File: src/design/rsv_pkg.sv
`timescale 1ns / 1ps

package rsv_pkg;

  // Largest number the table can hold
  localparam int unsigned MAX_N = 65535;
  localparam int unsigned DEPTH = MAX_N + 1;
  localparam int unsigned N_W   = $clog2(DEPTH);
  // Counters run one past the limit before the loop test fails
  localparam int unsigned J_W   = N_W + 1;

  localparam int unsigned NUM_W = 16;
  localparam int unsigned RAD_W = 16;

  localparam logic [NUM_W-1:0] LIMIT_RST = 16'hFFFF;

  localparam int unsigned QUEUE_DEPTH = 2;
  localparam int unsigned QP_W        = $clog2(QUEUE_DEPTH);
  localparam int unsigned QC_W        = $clog2(QUEUE_DEPTH + 1);

  typedef enum logic {
    FN_BUILD = 1'b0,
    FN_QUERY = 1'b1
  } rsv_func_e;

  typedef enum logic [1:0] {
    ST_OK          = 2'd0,
    ST_NOT_BUILT   = 2'd1,
    ST_ABOVE_LIMIT = 2'd2
  } rsv_status_e;

  typedef enum logic [3:0] {
    S_IDLE,
    S_INIT,
    S_SV_RD,
    S_SV_CHK,
    S_SV_MARK,
    S_RAD_RD,
    S_RAD_CHK,
    S_RAD_MUL,
    S_FIN
  } rsv_state_e;

  typedef struct packed {
    rsv_func_e         func;
    logic [NUM_W-1:0]  number;
  } rsv_req_t;

  typedef struct packed {
    logic [RAD_W-1:0]  value;
    rsv_status_e       status;
  } rsv_rsp_t;

  // Classified item as it sits in the queue
  typedef struct packed {
    rsv_func_e         func;
    rsv_status_e       status;
    logic [NUM_W-1:0]  number;
  } rsv_job_t;

  // Table state the back end reports to the front end
  typedef struct packed {
    logic              built;
    logic [NUM_W-1:0]  built_limit;
    logic              build_done;
  } rsv_tbl_t;

endpackage

File: src/design/rsv_queue.sv
`timescale 1ns / 1ps

module rsv_queue (
  input  logic              clk_i,
  input  logic              rst_ni,
  input  logic              push_i,
  input  rsv_pkg::rsv_job_t job_i,
  output logic              full_o,
  input  logic              pop_i,
  output logic              valid_o,
  output rsv_pkg::rsv_job_t job_o
);

  rsv_pkg::rsv_job_t           entry_q [rsv_pkg::QUEUE_DEPTH];
  logic [rsv_pkg::QP_W-1:0]    wr_ptr_q, rd_ptr_q;
  logic [rsv_pkg::QC_W-1:0]    count_q;
  logic                        do_push, do_pop;

  assign full_o  = (count_q == rsv_pkg::QC_W'(rsv_pkg::QUEUE_DEPTH));
  assign valid_o = (count_q != '0);
  assign job_o   = entry_q[rd_ptr_q];
  assign do_push = push_i & ~full_o;
  assign do_pop  = pop_i & valid_o;

  always_ff @(posedge clk_i) begin
    if (do_push) begin
      entry_q[wr_ptr_q] <= job_i;
    end
  end

  always_ff @(posedge clk_i or negedge rst_ni) begin
    if (!rst_ni) begin
      wr_ptr_q <= '0;
      rd_ptr_q <= '0;
      count_q  <= '0;
    end else begin
      if (do_push) begin
        wr_ptr_q <= (wr_ptr_q == rsv_pkg::QP_W'(rsv_pkg::QUEUE_DEPTH - 1)) ? '0
                                                                          : wr_ptr_q + 1'b1;
      end
      if (do_pop) begin
        rd_ptr_q <= (rd_ptr_q == rsv_pkg::QP_W'(rsv_pkg::QUEUE_DEPTH - 1)) ? '0
                                                                          : rd_ptr_q + 1'b1;
      end
      case ({do_push, do_pop})
        2'b10:   count_q <= count_q + 1'b1;
        2'b01:   count_q <= count_q - 1'b1;
        default: count_q <= count_q;
      endcase
    end
  end

endmodule

File: config.mk
export PLATFORM = sky130hd
export DESIGN_NAME = rsv_queue
export DESIGN_NICKNAME = d
export VERILOG_FILES = /design/src/design/rsv_pkg.sv /design/src/design/rsv_queue.sv
export SDC_FILE = /design/constraint.sdc
export NUM_CORES = 1
export LEC_CHECK = 0
export CAP_MARGIN = 40
export CORE_ASPECT_RATIO = 0.8
export CORE_MARGIN = 1.5
export CORE_UTILIZATION = 65
export DETAILED_ROUTE_END_ITERATION = 8
export DONT_BUFFER_PORTS = 1
export HOLD_SLACK_MARGIN = 0.12
export PLACE_DENSITY_LB_ADDON = 0.12
export SETUP_SLACK_MARGIN = 0.2
export SLEW_MARGIN = 10
export SYNTH_ARGS = -nofsm -noshare
export SYNTH_HDL_FRONTEND = slang
export SYNTH_SLANG_ARGS = --single-unit
File: constraint.sdc
create_clock -name clk_i -period 3.45 [get_ports clk_i]
set_clock_uncertainty 0.1 [all_clocks]
set_input_delay 0.5175 -clock clk_i [delete_from_list [all_inputs] [get_ports clk_i]]
set_output_delay 0.5175 -clock clk_i [all_outputs]
set_load 0.05 [all_outputs]
== Word level (Yosys, flattened, before mapping) ==
Memories as Yosys holds them, arrays and structs flattened.
Cells that the tools add are included.
W data, S select, Z words.

* Output and inout port bits: 21
* Register bits after elaboration: 4
* Bits of input ports: 23
* RAM bits: 38
* Memories kept: 1
* Word-level logic and storage cells: 21

* Bitwise logic cells: 3
* Muxes and demuxes: 5
* Add/sub/neg operators: 4
* Eq/ne operators: 3
* Reductions and logical operators: 2

{| class="wikitable"
|+ Memory list
! memory !! depth !! width !! rd ports !! clocked after memory_dff !! wr ports !! line !! RTL
|-
| entry_q || 2 || 19 || 1 || 0 || 1 || rsv_queue.sv:14 || <nowiki>rsv_pkg::rsv_job_t entry_q [rsv_pkg::QUEUE_DEPTH];</nowiki>
|}

{| class="wikitable"
|+ Operators by type and width
! cell !! count
|-
| $eq A2 B2 Y1 const B || 2
|-
| $mux W1 || 4
|-
| $pmux W2 S2 || 1
|-
| $reduce_bool A2 Y1 || 2
|-
| $add A1 B1 Y1 const B || 2
|-
| $add A2 B1 Y2 const B || 1
|-
| $and A1 B1 Y1 || 2
|-
| $eq A2 B1 Y1 const B || 1
|-
| $sub A2 B1 Y2 const B || 1
|-
| $not A1 Y1 || 1
|}

== Depth between registers and ports, before layout ==
Gate-level depths: netlist of the first run.

* Depth in word-level cells: 5
* Mapped depth: 6
* Mapped depth without buffers: 6

== Worst setup path before layout of the first run ==
No wires, ideal clock.

* Kind: reg2reg
* From: register count_q[0] (netlist bit)
* To: memory entry_q[0][0] (netlist bit) (enable)
* Data required time: 2.955 ns
* Clock period less this slack: 1.941 ns
* Arrival time: 1.447 ns
* Buffers on the path: 0
* Library setup time: 0.395 ns
* Path slack: 1.509 ns
* Stages on the path, launching flop included: 4
* Path through: dfrtp_1 -> nand2b_1 -> nand2_1 -> nor2_1

* Word-level cells in the longest chain between the ends: 5

{| class="wikitable"
|+ Ends and longest elaborated chain
! element !! line !! RTL
|-
| from (decl) || rsv_queue.sv:16 || <nowiki>logic [rsv_pkg::QC_W-1:0] count_q;</nowiki>
|-
| from (signal assigned) || rsv_queue.sv:46 || <nowiki>2'b10: count_q <= count_q + 1'b1;</nowiki>
|-
| from (signal assigned) || rsv_queue.sv:47 || <nowiki>2'b01: count_q <= count_q - 1'b1;</nowiki>
|-
| from (signal assigned) || rsv_queue.sv:48 || <nowiki>default: count_q <= count_q;</nowiki>
|-
| $eq A2 B2 Y1 || rsv_queue.sv:19 || <nowiki>assign full_o = (count_q == rsv_pkg::QC_W'(rsv_pkg::QUEUE_DEPTH));</nowiki>
|-
| $not A1 Y1 || rsv_queue.sv:22 || <nowiki>assign do_push = push_i & ~full_o;</nowiki>
|-
| $and A1 B1 Y1 || rsv_queue.sv:22 ||
|-
| $mux W1 || rsv_queue.sv:26 || <nowiki>if (do_push) begin</nowiki>
|-
| $mux W1 (not written as such) || rsv_queue.sv:27 || <nowiki>entry_q[wr_ptr_q] <= job_i;</nowiki>
|-
| to (decl) || rsv_queue.sv:14 ||
|}

Every way passes these cells.

==> out/metrics.cfg, run 1 <==
[outcome]
status = finished with violations
violations = DRC

[timing]
fin_tns_setup_ns = 0
drv_slew = 0
rsz0062_at_grt = no
hold_ws_ns = 0.178
tightest_slew_ns = 0.784
period_share_pct = 68.4
finalCriticalPeriod_ns = 2.36
finalHoldViolations = 0
fmax_mhz = 424
finalSetupViolations = 0
max_slew_margin_pct = 47.7

[global_route]
use_met2_pct = 28.2
grt_use_total_pct = 17.2
grt.busiest_layer = met2
antenna_found_initial = 0
grt_max_degree = 21
use_met1_pct = 19.3
grt_pass1_wl_mm = 3.08
met3_usage_pct = 9.64
grt_pass1_vias = 658
overflow = 0

[yosys]
synth_compound_area_share_pct = 0
muxShareOfSynthArea_pct = 13.7
yosys.area_share.simple_pct = 2.48
synth_edf_count = 38
yosysTopAreaCell = edfxtp_1
synth_fa_ha_area_share_pct = 0.800
syn_inst = 77
yosysSeqAreaShare_pct = 79.4
synth_seq_cells = 42
yosys_warnings = 0
synthXorXnorAreaFrac_pct = 2.80
async_flop_share_pct = 9.52
synth_top_family_by_area = multiplexers
yosys.cell_count.top_type = edfxtp_1
ys.flop_type = edfxtp_1
netlist.area_leader.share_pct = 73.0
syn_area_um2 = 1560
synth_area_leaders = edfxtp_1 (73%), mux2_2 (14%), dfrtp_1 (6.4%)
synth.distinct_cells = 14
synthTopCellsByCount = edfxtp_1 (38), mux2_2 (19), dfrtp_1 (4)
synth_nets = 101
synth.avg_cell_area_um2 = 20.3

[floorplan]
io_pins = 44
std_cell_rows = 15
die_y_um = 46.9
die_x_um = 57.8
start_util_pct = 70.6
dieArea_um2 = 2710
core_um2 = 2210

[cts]
cts_num_sinks = 42
worst_skew_pair.late_latency_ns = 0.32
htreeDepth = 2
cts-resized-gates = 0
cts_buffers = 5
clockBufferDepth = 2
clkSlewWorstSetupHoldPaths_ns = 0.11
ctsRootBufferMaster = clkbuf_4
cts_tree = yes

[detailed_routing]
via_per_inst = 5.86
drc = 3
drt_iter0_drc = 22
ant_nets = 0
wl_per_cell_um = 18.7
via_count = 650
wl_mm = 2.08
dr.pass1.iters = 8

[worst_setup_path]
cpLargestDelayFamily = flip-flops
worstSetupPathType = reg -> out
cpMaxStageDelayCell = dfrtp_1
critPathArrivalTime_ns = 1.74
critPathLaunchType = flop
worstSetupEndpointType = output pin
worst-path-buf-inv = 0
crit_path_max_fanout = 20
critical_path_required_ns = 2.83
worstPathCellList = mux2_2
cp_slowest_stage_delay_ns = 0.87
crit-reg2reg-launch = count_q[0]
cp-startpoint = rd_ptr_q

[cells_and_area]
syn_to_final_growth_pct = 8.40
diodes = 0
fill_cells = 138
drive_above_1_share_pct = 33.7
fin_nets = 109

[run]
maxCapViolations = 0

[worst_hold_path]
worstHoldPathType = in -> reg
hp-start = job_i[16]

[place]
routabilityCongestion = 0.582
numPortBuffers = 0

## layout make-up
class | instances | area, µm² | share of cell area, %
flip-flops and latches | 42 | 1240 | 73.2
clock inverters | 1 | 30.0 | 1.77
inverters | 1 | 3.75 | 0.221
repair buffers | 3 | 32.5 | 1.92
clock buffers | 7 | 45.0 | 2.66
multi-input cells | 32 | 312 | 18.4
well taps | 25 | 31.3 | 1.85
## path summary, 6_finish.rpt
kind	depth (start not counted)	endpoint	slack [ns]
setup / recovery	1	job_o[4]	1.09
hold / removal	0	entry_q[0][16]	0.18
setup reg to reg	5	count_q[1]	1.54
hold reg to reg	1	count_q[1]	0.39
max in group asynchronous	1	rd_ptr_q	2.71
min in group asynchronous	1	count_q[1]	0.36
## through the flow
stage	utilization, %	worst slack, ns	instances	cell area (µm²)
after floorplan	-	1.51	77	1560
after global placement	71.7	1.40	100	1590
after detailed placement	72.7	1.43	102	1610
after CTS	76.6	1.04	111	1700
after global routing	76.6	0.982	111	1700
final	76.6	1.09	111	1700
## cell usage in the layout, fill, tap and decap left out
cell type / n
xnor2_1: 3
nand2b_1: 1
clkbuf_4: 5
buf_6: 2
clkbuf_1: 2
bufinv_16: 1
and2_4: 1
nor2_1: 1
or2_1: 1
xor2_1: 2
inv_1: 1
edfxtp_1: 38
and3_1: 1
ha_1: 1
mux2_2: 19
dlygate4sd3_1: 1
nor2_2: 1
dfrtp_1: 4
nand2_1: 1
## routing by layer
metal / vias up / routed length [µm]
li1: 307 / -
met3: 2 / 170
met4: 0 / 22
met1: 315 / 811
met2: 26 / 1070
met5: - / 0
## logic make-up (layout without fill, tap and decap cells)
logic type,after synthesis,after routing
xor gates and xnor gates,5,5
adders and majority gates,1,1
buffers and inverters,3,12
DFF,42,42
muxes,19,19
and+or+nand+nor,7,7
## state kept, by name (all words and copies together), names as in the netlist
signal    count
rd_ptr_q      1
count_q       2
entry_q      38
wr_ptr_q      1
## repair_timing
| item | in CTS | in global routing |
|---|---|---|
| endpoints found under the hold margin | 4 | 0 |
| setup endpoints to repair | 0 | 0 |
| buffers inserted | 0 | 0 |
| hold buffers | 1 | 0 |
Power of run 1 is not shown: default switching activity piles up to over one toggle a cycle in this logic, so the estimate is an artifact.
==> inputs of run 2 (changes only) <==
--- a/config.mk
+++ b/config.mk
@@ -5,10 +5,11 @@
 export SDC_FILE = /design/constraint.sdc
 export NUM_CORES = 1
 export LEC_CHECK = 0
+export ABC_AREA = 1
 export CAP_MARGIN = 40
 export CORE_ASPECT_RATIO = 0.8
 export CORE_MARGIN = 1.5
-export CORE_UTILIZATION = 65
+export CORE_UTILIZATION = 60
 export DETAILED_ROUTE_END_ITERATION = 8
 export DONT_BUFFER_PORTS = 1
 export HOLD_SLACK_MARGIN = 0.12
==> constraint.sdc (replaced) <==
create_clock -name clk_i -period 2.2 [get_ports clk_i]
set_clock_uncertainty 0.1 [all_clocks]
set_input_delay 0.33 -clock clk_i [delete_from_list [all_inputs] [get_ports clk_i]]
set_output_delay 0.33 -clock clk_i [all_outputs]
set_load 0.05 [all_outputs]
==> run 2 against run 1 <==
The run now ends clean. Area after synthesis grew 3.3%. Synthesized cell count grew 70%. First-iteration DRC count grew 64%. Global-route usage grew 4.3 points. Critical endpoint is now job_o[3]. Highest routed layer unchanged.
==> out/metrics.cfg, run 2 <==
[yosys]
syn_inst = 131
async_flop_share_pct = 9.52
synth.avg_cell_area_um2 = 12.3
synthTopCellsByCount = nand2_1 (65), edfxtp_1 (38), inv_1 (6)
synth_area_leaders = edfxtp_1 (71%), nand2_1 (15%), dfrtp_1 (6.2%)
yosysTopAreaCell = edfxtp_1
yosys.cell_count.top_type = nand2_1
synth.distinct_cells = 15
syn_area_um2 = 1620
netlist.area_leader.share_pct = 70.6
synth_seq_cells = 42
ys.flop_type = edfxtp_1
yosysSeqAreaShare_pct = 76.8
yosys_warnings = 0
synth_edf_count = 38
synth_nets = 155

[cells_and_area]
final_cells = 197
syn_to_final_growth_pct = 23.1
final_cell_mix = nand2_1 (46), edfxtp_1 (38), dlygate4sd3_1 (22)
drive_above_1_share_pct = 23.0
diodes = 0
reg.largest.list = entry_q: 38 flops, count_q: 2 flops
fin_nets = 184
top_register = entry_q
largest_reg_flops = 38
final_common_cell = nand2_1

[detailed_routing]
drc = 0
ant_nets = 0
wl_mm = 3.09
dr.pass1.iters = 4
drt_iter0_drc = 36
wl_per_cell_um = 15.7
via_per_inst = 5.17
via_count = 1019

[global_route]
grt.busiest_layer = met2
use_met2_pct = 36.9
antenna_found_initial = 0
grt_pass1_wl_mm = 4.44
use_met1_pct = 24.7
met3_usage_pct = 6.10
grt_use_total_pct = 21.5
grt_max_degree = 21
overflow = 0
grt_pass1_vias = 1000

[timing]
finalHoldViolations = 0
max_slew_margin_pct = 75.3
rsz0062_at_grt = no
hold_ws_ns = 0.159
drv_slew = 0
finalCriticalPeriod_ns = 1.89
period_share_pct = 85.9
tightest_slew_ns = 0.371
finalSetupViolations = 0
setup_ws_ns = 0.311
fmax_mhz = 529
fin_tns_setup_ns = 0

[place]
dp_cells = 167
numPortBuffers = 0
routabilityCongestion = 0.655
place_ws_ns = 0.495
place.detailed.hpwl_mm = 1.80

[cts]
cts_num_sinks = 42
ctsRootBufferMaster = clkbuf_4
clkSlewWorstSetupHoldPaths_ns = 0.11
cts_tree = yes
htreeDepth = 2
worst_skew_pair.late_latency_ns = 0.35
clockBufferDepth = 2
cts_buffers = 5

[worst_setup_path]
worstSetupPathType = reg -> out
critical_path_required_ns = 1.77
cp_slowest_stage_delay_ns = 0.41
critPathLaunchType = flop
cpLargestDelayFamily = flip-flops
cp-startpoint = rd_ptr_q
worstSetupEndpointType = output pin
worstPathCellList = inv_2 -> nand2_1 -> nand2_2
critPathArrivalTime_ns = 1.46
crit_path_max_fanout = 20
worst-path-buf-inv = 1
cpMaxStageDelayCell = dfrtp_1
crit-reg2reg-launch = count_q[1]

[floorplan]
start_util_pct = 64.5
io_pins = 44
dieArea_um2 = 3010
core_um2 = 2500
die_x_um = 61.0
std_cell_rows = 16
die_y_um = 49.4

[outcome]
status = finished, final reports clean

[pwr]
power-per-cell-area_nw_per_um2 = 1500
power_leakage_nw = 0.805
ir_drop_uv = 804

[run]
maxCapViolations = 0

[worst_hold_path]
worstHoldPathType = in -> async

run 2: changes by cell type in the layout (fill, tap and decap cells not counted), sizes merged, moves of 3 or more:
cell / previous run / this run
mux2: 19 / 0
dlygate4sd3: 1 / 22
nand2: 1 / 67
inv: 1 / 9
nand3: 0 / 3
run 2: cell type report:
class / instances / area (µm²)
Sequential cell: 42 / 1240
Clock buffer: 6 / 41.3
Inverter: 9 / 33.8
Fill cell: 158 / 514
Timing Repair Buffer: 26 / 250
Multi-Input combinational cell: 76 / 368
Clock inverter: 2 / 8.76
Tap cell: 36 / 45.0
run 2: what timing repair did:
action                                 4_1_cts  5_1_grt
endpoints found under the hold margin       44        0
hold buffers                                22        0
resized for setup                            0       19
setup endpoints to repair                    0       19
buffers inserted                             0        0
run 2: final timing paths:
kind,end,slack (ns),cells past startpoint
setup / recovery,job_o[3],0.31,3
hold / removal,rd_ptr_q,0.16,1
setup reg to reg,count_q[1],0.46,9
hold reg to reg,count_q[1],0.39,2
max in group asynchronous,wr_ptr_q,1.64,1
min in group clk_i,count_q[1],0.39,2
run 2: kinds of logic after synthesis:
group           count (synthesis)  synth area share (%)
simple gates                   73                  17.8
flops                          42                  76.8
buf+inv                        13                  3.49
compound gates                  1                 0.542
xor+xnor                        1                 0.542
fa+ha+maj                       1                 0.774
run 2: where the power goes:
part	switching (mW)	internal (mW)	leakage (nW)
clock network	0.225	0.120	0.0297
logic	1.23	0.246	0.374
registers	0.0694	1.09	0.402
total	1.53	1.46	0.805
run 2: routing by layer:
layer	wire length, µm	share of wire [%]	up-vias
li1	-	-	488
met1	1170	38	487
met5	0	0	-
met2	1660	54	39
met3	212	6.9	5
met4	47	1.5	0
run 2: per-stage QoR:
stage	area (µm²)	total power, mW	util, %
after floorplan	1620	2.36	-
after global placement	1670	2.50	66.8
after detailed placement	1670	2.54	66.8
after CTS	1940	2.91	77.6
after global routing	1990	3.13	79.5
final	1990	2.99	79.5
Note: power is estimated with default switching activity, not from simulation.
