**config.mk**
```make
export PLATFORM = sky130hd
export DESIGN_NAME = rsv_front
export DESIGN_NICKNAME = d
export VERILOG_FILES = /design/src/design/rsv_pkg.sv /design/src/design/rsv_front.sv
export SDC_FILE = /design/constraint.sdc
export NUM_CORES = 1
export LEC_CHECK = 0
export BUFFER_PORTS_ARGS = -buffer_cell sky130_fd_sc_hd__buf_2
export CAP_MARGIN = 0
export CORE_AREA = 2 2 72 54
export CTS_BUF_LIST = sky130_fd_sc_hd__clkbuf_8
export DETAILED_ROUTE_END_ITERATION = 12
export DIE_AREA = 0 0 74 56
export PLACE_DENSITY_LB_ADDON = 0.05
export SETUP_SLACK_MARGIN = 0.5
export SLEW_MARGIN = 20
export SYNTH_ARGS = -nofsm -noshare
export SYNTH_HDL_FRONTEND = slang
export SYNTH_SLANG_ARGS = --single-unit
```
**constraint.sdc**
```tcl
create_clock -name clk_i -period 1.06 [get_ports clk_i]
set_input_delay 0 -clock clk_i [delete_from_list [all_inputs] [get_ports clk_i]]
set_output_delay 0 -clock clk_i [all_outputs]
set_load 0.02 [all_outputs]
```
**src/design/rsv_pkg.sv**
```systemverilog
`timescale 1ns / 1ps

package rsv_pkg;

  // Largest number the table can hold
  localparam int unsigned MAX_N = 65535;
  localparam int unsigned DEPTH = MAX_N + 1;
  localparam int unsigned N_W   = $clog2(DEPTH);
  // Counters run one past the limit before the loop test fails
  localparam int unsigned J_W   = N_W + 1;

  localparam int unsigned NUM_W = 16;
  localparam int unsigned RAD_W = 16;

  localparam logic [NUM_W-1:0] LIMIT_RST = 16'hFFFF;

  localparam int unsigned QUEUE_DEPTH = 2;
  localparam int unsigned QP_W        = $clog2(QUEUE_DEPTH);
  localparam int unsigned QC_W        = $clog2(QUEUE_DEPTH + 1);

  typedef enum logic {
    FN_BUILD = 1'b0,
    FN_QUERY = 1'b1
  } rsv_func_e;

  typedef enum logic [1:0] {
    ST_OK          = 2'd0,
    ST_NOT_BUILT   = 2'd1,
    ST_ABOVE_LIMIT = 2'd2
  } rsv_status_e;

  typedef enum logic [3:0] {
    S_IDLE,
    S_INIT,
    S_SV_RD,
    S_SV_CHK,
    S_SV_MARK,
    S_RAD_RD,
    S_RAD_CHK,
    S_RAD_MUL,
    S_FIN
  } rsv_state_e;

  typedef struct packed {
    rsv_func_e         func;
    logic [NUM_W-1:0]  number;
  } rsv_req_t;

  typedef struct packed {
    logic [RAD_W-1:0]  value;
    rsv_status_e       status;
  } rsv_rsp_t;

  // Classified item as it sits in the queue
  typedef struct packed {
    rsv_func_e         func;
    rsv_status_e       status;
    logic [NUM_W-1:0]  number;
  } rsv_job_t;

  // Table state the back end reports to the front end
  typedef struct packed {
    logic              built;
    logic [NUM_W-1:0]  built_limit;
    logic              build_done;
  } rsv_tbl_t;

endpackage

```
**src/design/rsv_front.sv**
```systemverilog
`timescale 1ns / 1ps

module rsv_front (
  input  logic                     clk_i,
  input  logic                     rst_ni,
  input  logic                     start,
  output logic                     busy,
  input  rsv_pkg::rsv_req_t        req_i,
  input  logic                     cfg_valid_i,
  output logic                     cfg_ready_o,
  input  logic [rsv_pkg::NUM_W-1:0] cfg_data_i,
  input  rsv_pkg::rsv_tbl_t        tbl_i,
  input  logic                     q_full_i,
  output logic                     push_o,
  output rsv_pkg::rsv_job_t        job_o,
  output logic [rsv_pkg::NUM_W-1:0] limit_o
);

  logic [rsv_pkg::NUM_W-1:0] limit_q;
  logic                      build_pend_q, build_pend_d;

  assign cfg_ready_o = 1'b1;

  // Hold off new items while the queue is full or a taken build is not done
  assign busy   = build_pend_q | q_full_i;
  assign push_o = start & ~busy;

  always_comb begin
    job_o.func   = req_i.func;
    job_o.number = req_i.number;
    job_o.status = rsv_pkg::ST_OK;
    if (req_i.func == rsv_pkg::FN_QUERY) begin
      if (!tbl_i.built) begin
        job_o.status = rsv_pkg::ST_NOT_BUILT;
      end else if (req_i.number > tbl_i.built_limit) begin
        job_o.status = rsv_pkg::ST_ABOVE_LIMIT;
      end
    end
  end

  always_comb begin
    build_pend_d = build_pend_q;
    if (tbl_i.build_done) begin
      build_pend_d = 1'b0;
    end
    if (push_o && req_i.func == rsv_pkg::FN_BUILD) begin
      build_pend_d = 1'b1;
    end
  end

  always_ff @(posedge clk_i or negedge rst_ni) begin
    if (!rst_ni) begin
      limit_q      <= rsv_pkg::LIMIT_RST;
      build_pend_q <= 1'b0;
    end else begin
      build_pend_q <= build_pend_d;
      if (cfg_valid_i && cfg_ready_o) begin
        limit_q <= cfg_data_i;
      end
    end
  end

  assign limit_o = limit_q;

endmodule

```
==> Yosys cells after proc, flatten, opt, wreduce, memory -nomap -nowiden <==
Cells that the tools add are included.
{ "word_totals": {"ff_bits": 17, "input_bits": 56, "output_inout_bits": 38, "wordCells": 14} }
{ "classes": {"n_lt_le_gt_ge": 1, "n_mux": 5, "bitwise": 4, "reduce_logical": 2} }
{ "ops": {"columns": ["op", "n"], "rows": [
  ["$gt A16 B16 Y1", 1],
  ["$mux W2", 3],
  ["$mux W1", 2],
  ["$not A1 Y1", 2],
  ["$reduce_bool A2 Y1", 1],
  ["$and A1 B1 Y1", 1],
  ["$logic_and A1 B1 Y1", 1],
  ["$or A1 B1 Y1", 1]
]} }

==> Logic depth before layout (Yosys ltp) <==
Gate-level depths: netlist of the first run.
{ "depth": {"word_depth": 5, "depth_mapped": 6, "mapped_depth_nobuf": 6} }

==> Worst setup path before layout of the first run <==
No wires, ideal clock.
{ "synth_timing": {"kind": "in2out", "startpoint": "input port tbl_i[15] (netlist bit)", "endpoint": "output port job_o[17] (netlist bit)", "arrival_time_ns": 1.202, "t_required_ns": 1.060, "path_slack_ns": -0.142, "path_stages": 6, "n_path_buf": 0, "path_cell_list": "inv_1 > ha_1 > a21oi_1 > nand2_1 > a221o_1 > o31a_1"} }
{ "synth_rtl": {"columns": ["element", "line_no", "text"], "rows": [
  ["from (decl)", "rsv_front.sv:12", "input rsv_pkg::rsv_tbl_t tbl_i,"],
  ["to (decl)", "rsv_front.sv:15", "output rsv_pkg::rsv_job_t job_o,"]
]} }

==> out/results.tsv, run 1 <==
metric	value	unit
slew_violations	0	
violations	hold timing, setup timing	
drive_above_1_share	80.9	%
tritoncts	done	
reg2reg_slack	0.02	ns
fmax	766	MHz
grt_overflow	0	
synth_cells	117	
yosys-top-cells-count	18 x buf_4, 18 x inv_1, 16 x dfstp_2, 16 x ha_1, 16 x mux2_2	
hold_slack	-0.0349	ns
cts_buffer_depth	2	
vias	1131	
synthTopCellsByArea	dfstp_2 34%, ha_1 16%, mux2_2 15%, buf_4 11%, inv_1 5.5%	
core_area	3400	um2
synth.cell_area	1220	um2
tns	-0.269	ns
cpMaxStageDelayCell	a221o_1	
synthFlopType	dfstp_2	
endpoint_kind	output port	
grt_usage	14.8	%
drtIter0Drc	10	
required	1.06	ns
clock-sinks	17	
yosys.area.top_type_share	34.4	%
ys_ff_latch	17	
slowest_delay	0.32	ns
rsz0062_at_grt	true	
row_count	18	
antenna_found_initial	0	
setup_viol	2	
yosysWarnings	0	
hold_buffers	1	
cp.arrival	1.31	ns
ios	94	
area_growth	79.1	%
io_buffers	92	
grt_pass1_vias	1200	
drtPass1Iterations	4	
power	0.00216	W
crit_chain	buf_6 -> ha_4 -> nand4_1 -> nor2_1 -> a221o_1 -> o31a_1 -> buf_6	
syn_nets	189	
yosysSeqAreaShare	36.5	%
vias_per_cell	4.45	
detail-route-antenna-nets	0	
grt_start_max_net_pins	18	
finClkSkew	0	ns
drv_cap	0	
fin_nets	277	
dieWidth	74	um
globalplace.congestion	0.685	
clk_latency	0.24	ns
yosysTopAreaCell	dfstp_2	
synth_cell_types	24	
crit_path_start_kind	input pin	
clk_pin_slew	0.06	ns
top_layer	met4	
path_class	input pin to output port	
synth_edf_count	0	
crit_fanout	2	
avgSynthCellArea	10.4	um2
dp_hpwl	2.43	mm
wl_met1	1.10	mm
fin_crit	1.31	ns
hold_viol	17	
cts_root_buf	clkbuf_8	
met2WireLength	1.65	mm
dieHeight	56	um
antenna_cells	0	
initial_core_util	35.9	%
outcome	finished with violations	
synthArstFlopShare	100	%
htree_levels	1	
remaining_drc_errors	0	
crit_top_cell	buf_6	
grt_first_pass_wirelength	4.85	mm
power.density	989	nW/um2
preCtsSetupSlack	-0.331	ns
numCtsBuffers	3	
ir_worst_vdd	0.000700	V
finalCritPeriodShare	123	%
die_area	4140	um2
hold_class	input pin to flip-flop	
routed_wl	3.01	mm
routedWlPerCell	11.8	um
wl_met3	201	um
fillers	293	
setup_slack	-0.245	ns
p_leak	1.11	nW
## cell type report
| cell class | count | area (um2) | share of cell area (%) |
|---|---|---|---|
| clock inverter | 1 | 3.75 | 0.172 |
| tap | 50 | 62.6 | 2.86 |
| clock buffer | 3 | 41.3 | 1.89 |
| sequential | 17 | 445 | 20.4 |
| inverter | 18 | 90.1 | 4.12 |
| timing repair buffer | 103 | 748 | 34.2 |
| multi-input combinational | 62 | 796 | 36.4 |
## worst max-delay path: cells and delay by family
kind / cells / cell delay, ns
AO/OA/AOI/OAI: 2 / 0.62
buffers and inverters: 2 / 0.24
adder cells (fa/ha/maj): 1 / 0.23
AND/OR/NAND/NOR: 2 / 0.22
## sequential cells by signal, summed over array words and instances, names as in the netlist
name,flops
build_pend_q,1
limit_o,16
## power breakdown
part           switching (W)  total [W]  internal [W]
clock               0.000199   0.000455      0.000256
sequential         0.0000516   0.000814      0.000762
combinational       0.000396   0.000895      0.000499
total               0.000646    0.00216       0.00152
## stage by stage
step	area (um2)	std cells	utilization [%]
after floorplan	1440	117	-
after global routing	2190	254	64.3
final	2190	254	64.3
after detailed placement	1840	241	54.1
after global placement	1840	241	54.1
after CTS	2150	253	63.2
## worst paths after layout
| path | start | end | cells past startpoint |
|---|---|---|---|
| max reg2reg | build_pend_q | build_pend_q | 3 |
| min in group asynchronous | rst_ni | build_pend_q | 2 |
| min reg2reg | build_pend_q | build_pend_q | 2 |
| max in group asynchronous | rst_ni | limit_o[8] | 2 |
| min | tbl_i[0] | build_pend_q | 2 |
| max | req_i[11] | job_o[17] | 7 |
## metal layers
layer	track usage (%)	vias to the layer above
li1	-	549
met1	15.6	529
met2	28.6	47
met3	2.72	6
met4	5.19	0
met5	0	-
## cells by family (layout without fill, tap and decap cells)
family	count (synthesis)	count (layout)	synth area share, %
buffers and inverters	38	125	17.4
DFF	17	17	36.5
adders and majority gates	16	16	16.4
muxes	16	16	14.8
and+or+nand+nor	15	15	6.97
AOI/OAI and AO/OA	14	14	7.68
other	1	1	0.307
## placed cells by master (no fill, tap or decap)
| cell | n |
|---|---|
| inv_1 | 9 |
| buf_12 | 1 |
| buf_8 | 1 |
| nand2_1 | 3 |
| nand4_1 | 2 |
| dfrtp_1 | 1 |
| nor2b_1 | 2 |
| nand3_1 | 2 |
| o31a_1 | 1 |
| a21o_1 | 1 |
| clkbuf_8 | 3 |
| ha_1 | 6 |
| a21oi_1 | 5 |
| o21ai_1 | 1 |
| buf_2 | 64 |
| o32ai_4 | 1 |
| clkbuf_4 | 1 |
| nand2_2 | 1 |
| nor2_4 | 1 |
| conb_1 | 1 |
| nor4_4 | 1 |
| inv_4 | 4 |
| a21boi_2 | 1 |
| inv_12 | 1 |
| ha_4 | 10 |
| a21oi_2 | 2 |
| mux2_4 | 16 |
| dfstp_2 | 16 |
| buf_4 | 5 |
| dlygate4sd3_1 | 1 |
| a221o_1 | 1 |
| and4_1 | 1 |
| o211ai_1 | 1 |
| or2_4 | 1 |
| inv_2 | 5 |
| nor2_1 | 1 |
| buf_6 | 30 |
## repair_timing
item / CTS / global route
resized for setup: 59 / 5
pin swaps: 12 / 2
endpoints found under the setup margin: 36 / 53
endpoints found under the hold margin: 33 / 17
setup buffers: 7 / 1
Note: power is estimated with default switching activity, not from simulation.
==> run 2: changes to the inputs <==
CORE_AREA = 4 4 74 56   (was 2 2 72 54)
CTS_BUF_LIST = sky130_fd_sc_hd__clkbuf_2 sky130_fd_sc_hd__clkbuf_4 sky130_fd_sc_hd__clkbuf_8   (was sky130_fd_sc_hd__clkbuf_8)
DIE_AREA = 0 0 78 60   (was 0 0 74 56)
PLACE_DENSITY = 0.84   (was default)
PLACE_DENSITY_LB_ADDON = default   (was 0.05)
==> run 2 against run 1 <==
  * The flow still finishes with violations (hold timing, setup timing)
  * Routed wire length rose by 10%
  * Register-to-register slack barely moved
  * Sequential share of layout area fell by 0.081 points
  * Combinational power rose by 1%
  * Total power rose by 1.2%
  * Clock skew did not move
  * Via count fell by 1.4%
  * Flip-flop and latch count did not move
  * Core utilization rose by 0.26 points
  * Cell count fell by 0.79%
  * Critical path type unchanged
  * Critical endpoint unchanged
  * Largest cell class unchanged
  * Highest routed layer unchanged
==> out/results.tsv, run 2 (synthesis results as in run 1) <==
metric	value	unit
outcome	finished with violations	
violations	hold timing, setup timing	
slowest_delay	0.29	ns
hold_slack	-0.0652	ns
r2r-end	build_pend_q	
power.density	997	nW/um2
hold_viol	16	
fmax	779	MHz
cp_num_buf_inv	3	
initial_core_util	35.9	%
fin_area	2200	um2
largest_register_ffs	16	
numCtsBuffers	3	
cts_buffer_depth	2	
reg2reg_slack	0.03	ns
crit_start	tbl_i[14]	
setup_viol	2	
hold_class	input pin to flip-flop	
grt_pass1_vias	1133	
fin_crit	1.28	ns
routed_wl	3.31	mm
drtIter0Drc	13	
dieWidth	78	um
endpoint_kind	output port	
placed_cell_area	1850	um2
crit_path_start_kind	input pin	
grt_start_max_net_pins	18	
core_area	3400	um2
mostFrequentLayoutCells	63 x buf_2, 33 x buf_6, 16 x mux2_4, 16 x dfstp_2, 11 x ha_4	
power	0.00219	W
fillers	260	
fin_nets	275	
setup_slack	-0.224	ns
vias_per_cell	4.42	
row_count	18	
crit_chain	buf_2 -> inv_2 -> ha_4 -> nand4_1 -> nor2_1 -> a221o_1 -> o31a_1 -> buf_6	
grt_first_pass_wirelength	4.75	mm
antenna_found_initial	0	
tritoncts	done	
final_common_cell	buf_2	
area_growth	79.8	%
cts_root_buf	clkbuf_8	
p_leak	1.10	nW
hp-start	tbl_i[0]	
ios	94	
path_class	input pin to output port	
clk_pin_slew	0.07	ns
clk_latency	0.25	ns
cpMaxStageDelayCell	a221o_1	
worstHoldPathCells	2	
dp_hpwl	2.49	mm
slew_violations	0	
dieHeight	60	um
antenna_cells	0	
remaining_drc_errors	0	
hold_buffers	1	
grt_usage	12.9	%
drive_above_1_share	83.2	%
crit_fanout	3	
finalCritPeriodShare	121	%
vias	1115	
finClkSkew	0	ns
ir_worst_vdd	0.000914	V
required	1.06	ns
rsz0062_at_grt	true	
io_buffers	92	
drv_cap	0	
routedWlPerCell	13.1	um
detail-route-antenna-nets	0	
globalplace.congestion	0.699	
drtPass1Iterations	2	
htree_levels	1	
min_to	build_pend_q	
worstRegToRegCells	3	
r2r_start	build_pend_q	
die_area	4680	um2
clock-sinks	17	
grt_overflow	0	
crit_family	compound AO/OA/AOI/OAI gates	
cp.arrival	1.28	ns
-- run 2: power by group --
part | total (W) | switching (W) | internal [W]
Clock | 0.000468 | 0.000208 | 0.000260
Sequential | 0.000816 | 0.0000534 | 0.000762
Combinational | 0.000907 | 0.000406 | 0.000501
Total | 0.00219 | 0.000667 | 0.00152
-- run 2: metrics by stage --
step / setup slack [ns] / instances / hold WS [ns] / utilization (%) / TNS [ns]
2_1_floorplan: -0.0114 / 117 / -0.296 / - / -0.0114
3_3_place_gp: -0.278 / 242 / -0.0838 / 54.3 / -0.278
3_5_place_dp: -0.301 / 242 / -0.0733 / 54.3 / -0.301
4_1_cts: -0.230 / 251 / -0.0654 / 62.7 / -0.277
5_1_grt: -0.302 / 252 / -0.0683 / 64.6 / -0.361
6_report: -0.224 / 252 / -0.0652 / 64.6 / -0.244
-- run 2: layout make-up --
class | instances | area (um2) | share of cell area [%]
clock inverters | 1 | 5.00 | 0.228
multi-input cells | 62 | 810 | 36.9
well taps | 50 | 62.6 | 2.85
inverters | 18 | 92.6 | 4.22
flip-flops and latches | 17 | 445 | 20.3
repair buffers | 101 | 739 | 33.7
clock buffers | 3 | 41.3 | 1.88
-- run 2: worst max-delay path by stage --
stage                endpoint  slack [ns]  cells after the start
finish              job_o[17]       -0.22                      8
global placement    job_o[17]       -0.28                      8
global route        job_o[17]       -0.30                      7
floorplan           job_o[17]       -0.01                      6
detailed placement  job_o[17]       -0.30                      8
CTS                 job_o[17]       -0.23                      8
-- run 2: per-layer routing --
| layer | part of all wire [%] | up-vias | global-route usage (%) | wire length [um] |
|---|---|---|---|---|
| met1 | 37 | 513 | 14.6 | 1220 |
| met2 | 52 | 53 | 23.2 | 1730 |
| met5 | 0 | - | 0 | 0 |
| li1 | - | 545 | - | - |
| met4 | 1.1 | 0 | 4.74 | 37 |
| met3 | 9.7 | 4 | 3.92 | 321 |
-- run 2: worst register-to-register path: stages (launching register included) --
cell and delay (ns):
dfrtp_1 0.37, or2_4 0.26, buf_6 0.12, o32ai_2 0.19
-- run 2: timing repair --
| item | 4_1_cts | 5_1_grt |
|---|---|---|
| gates resized for setup | 57 | 12 |
| endpoints found under the hold margin | 34 | 16 |
| pin swaps | 15 | 6 |
| setup buffers | 4 | 1 |
| setup endpoints to repair | 36 | 36 |
==> run 3: changes to the inputs <==
CELL_PAD_IN_SITES_DETAIL_PLACEMENT = 0   (was default)
CELL_PAD_IN_SITES_GLOBAL_PLACEMENT = 1   (was default)
CORE_AREA = 4 4 87 65   (was 4 4 74 56)
DIE_AREA = 0 0 91 69   (was 0 0 78 60)
PLACE_DENSITY = 0.85   (was 0.84)
==> run 3 against run 2 <==
  * The run still ends with hold timing, setup timing left
  * Combinational power increased by 3.0%
  * Core utilization is 17 points lower
  * Total power up 2.1%
  * Clock-buffer cell count unchanged
  * Clock skew unchanged
  * Routed wire length increased by 5.3%
  * Cell count grew 3.6%
  * Non-clock buffer count increased by 2
  * Largest power group unchanged
==> out/results.tsv, run 3 (synthesis results as in run 1) <==
metric	value	unit
globalplace.congestion	0.719	
finalCritPeriodShare	125	%
violations	hold timing, setup timing	
cts_buffer_depth	2	
power	0.00224	W
vias	1119	
slew_violations	0	
outcome	finished with violations	
path_class	input pin to output port	
hold_slack	-0.0807	ns
power.density	991	nW/um2
ios	94	
routed_wl	3.49	mm
core_area	4730	um2
dp_hpwl	2.64	mm
top_layer	met4	
clk_pin_slew	0.07	ns
met2WireLength	1.75	mm
die_area	6280	um2
placed_cell_area	1860	um2
dieHeight	69	um
tritoncts	done	
initial_core_util	25.8	%
vias_per_cell	4.29	
grt_overflow	0	
wl_met1	1.35	mm
ir_worst_vdd	0.000637	V
row_count	21	
hold_viol	17	
antenna_found_initial	0	
finClkSkew	0	ns
remaining_drc_errors	0	
hold_class	input pin to flip-flop	
fin_nets	277	
fmax	755	MHz
io_buffers	92	
p_leak	1.13	nW
clock-sinks	17	
wl_met3	331	um
routedWlPerCell	13.4	um
fin_crit	1.32	ns
drtIter0Drc	13	
endpoint_kind	output port	
grt_first_pass_wirelength	5.74	mm
dieWidth	91	um
multi_input_area	800	um2
postLayoutCoreUtil	47.7	%
drv_cap	0	
drive_above_1_share	82.4	%
clk_latency	0.25	ns
hold_buffers	1	
setup_slack	-0.264	ns
htree_levels	1	
seqCellArea	445	um2
grt_pass1_vias	1220	
fillers	435	
detail-route-antenna-nets	0	
antenna_cells	0	
cts_root_buf	clkbuf_8	
numCtsBuffers	3	
drtPass1Iterations	4	
crit_path_start_kind	input pin	
crit_fanout	2	
setup_viol	2	
fin_area	2260	um2
largest_register_ffs	16	
mostFrequentLayoutCells	56 x buf_2, 39 x buf_6, 16 x mux2_4, 16 x dfstp_2, 10 x ha_4	
rsz0062_at_grt	true	
required	1.06	ns
final_common_cell	buf_2	
cp.arrival	1.32	ns
grt_usage	11.1	%
grt_start_max_net_pins	18	
area_growth	84.8	%
-- run 3: critical path, cell delays in order --
cell	delay, ns
buf_6	0.10
ha_4	0.23
buf_4	0.13
a21oi_2	0.10
nand2_1	0.07
a221o_1	0.30
o31a_1	0.26
buf_6	0.14
-- run 3: worst paths after layout --
kind	start	end	slack, ns	cells after the start
max reg2reg	build_pend_q	build_pend_q	0.03	3
min reg2reg	limit_o[5]	limit_o[5]	0.64	1
max in group asynchronous	rst_ni	limit_o[13]	0.63	2
max	req_i[14]	job_o[17]	-0.26	8
min in group asynchronous	rst_ni	build_pend_q	0.17	2
min	tbl_i[0]	build_pend_q	-0.08	2
-- run 3: metal layers --
metal  track usage (%)  vias to the layer above
li1                  -                      550
met1              12.6                      504
met2              20.2                       57
met3              3.80                        8
met4              2.01                        0
met5                 0                        -
-- run 3: area by class of cell --
class	count	area share [%]
multi-input combinational	62	35.4
inverter	18	4.10
clock buffer	3	1.83
sequential	17	19.7
clock inverter	1	0.222
tap	57	3.16
timing repair buffer	103	35.5
-- run 3: per-stage QoR --
step / hold WS (ns) / TNS (ns) / worst slack [ns] / std cells
2_1_floorplan: -0.296 / -0.0114 / -0.0114 / 117
3_3_place_gp: -0.0726 / -0.279 / -0.279 / 249
3_5_place_dp: -0.0615 / -0.338 / -0.338 / 249
4_1_cts: -0.0843 / -0.313 / -0.241 / 257
5_1_grt: -0.0831 / -0.425 / -0.317 / 261
6_report: -0.0807 / -0.317 / -0.264 / 261
-- run 3: timing repair --
action | 4_1_cts | 5_1_grt
setup endpoints to repair | 36 | 52
hold endpoints to repair | 34 | 17
resized for setup | 65 | 13
pin swaps | 17 | 8
setup buffers | 3 | 4
-- run 3: where the power goes --
part	leakage [nW]	internal, W	total [W]	switching [W]
Sequential	0.181	0.000762	0.000815	0.0000535
Clock	0.0255	0.000261	0.000487	0.000227
Combinational	0.920	0.000524	0.000934	0.000410
Total	1.13	0.00155	0.00224	0.000690
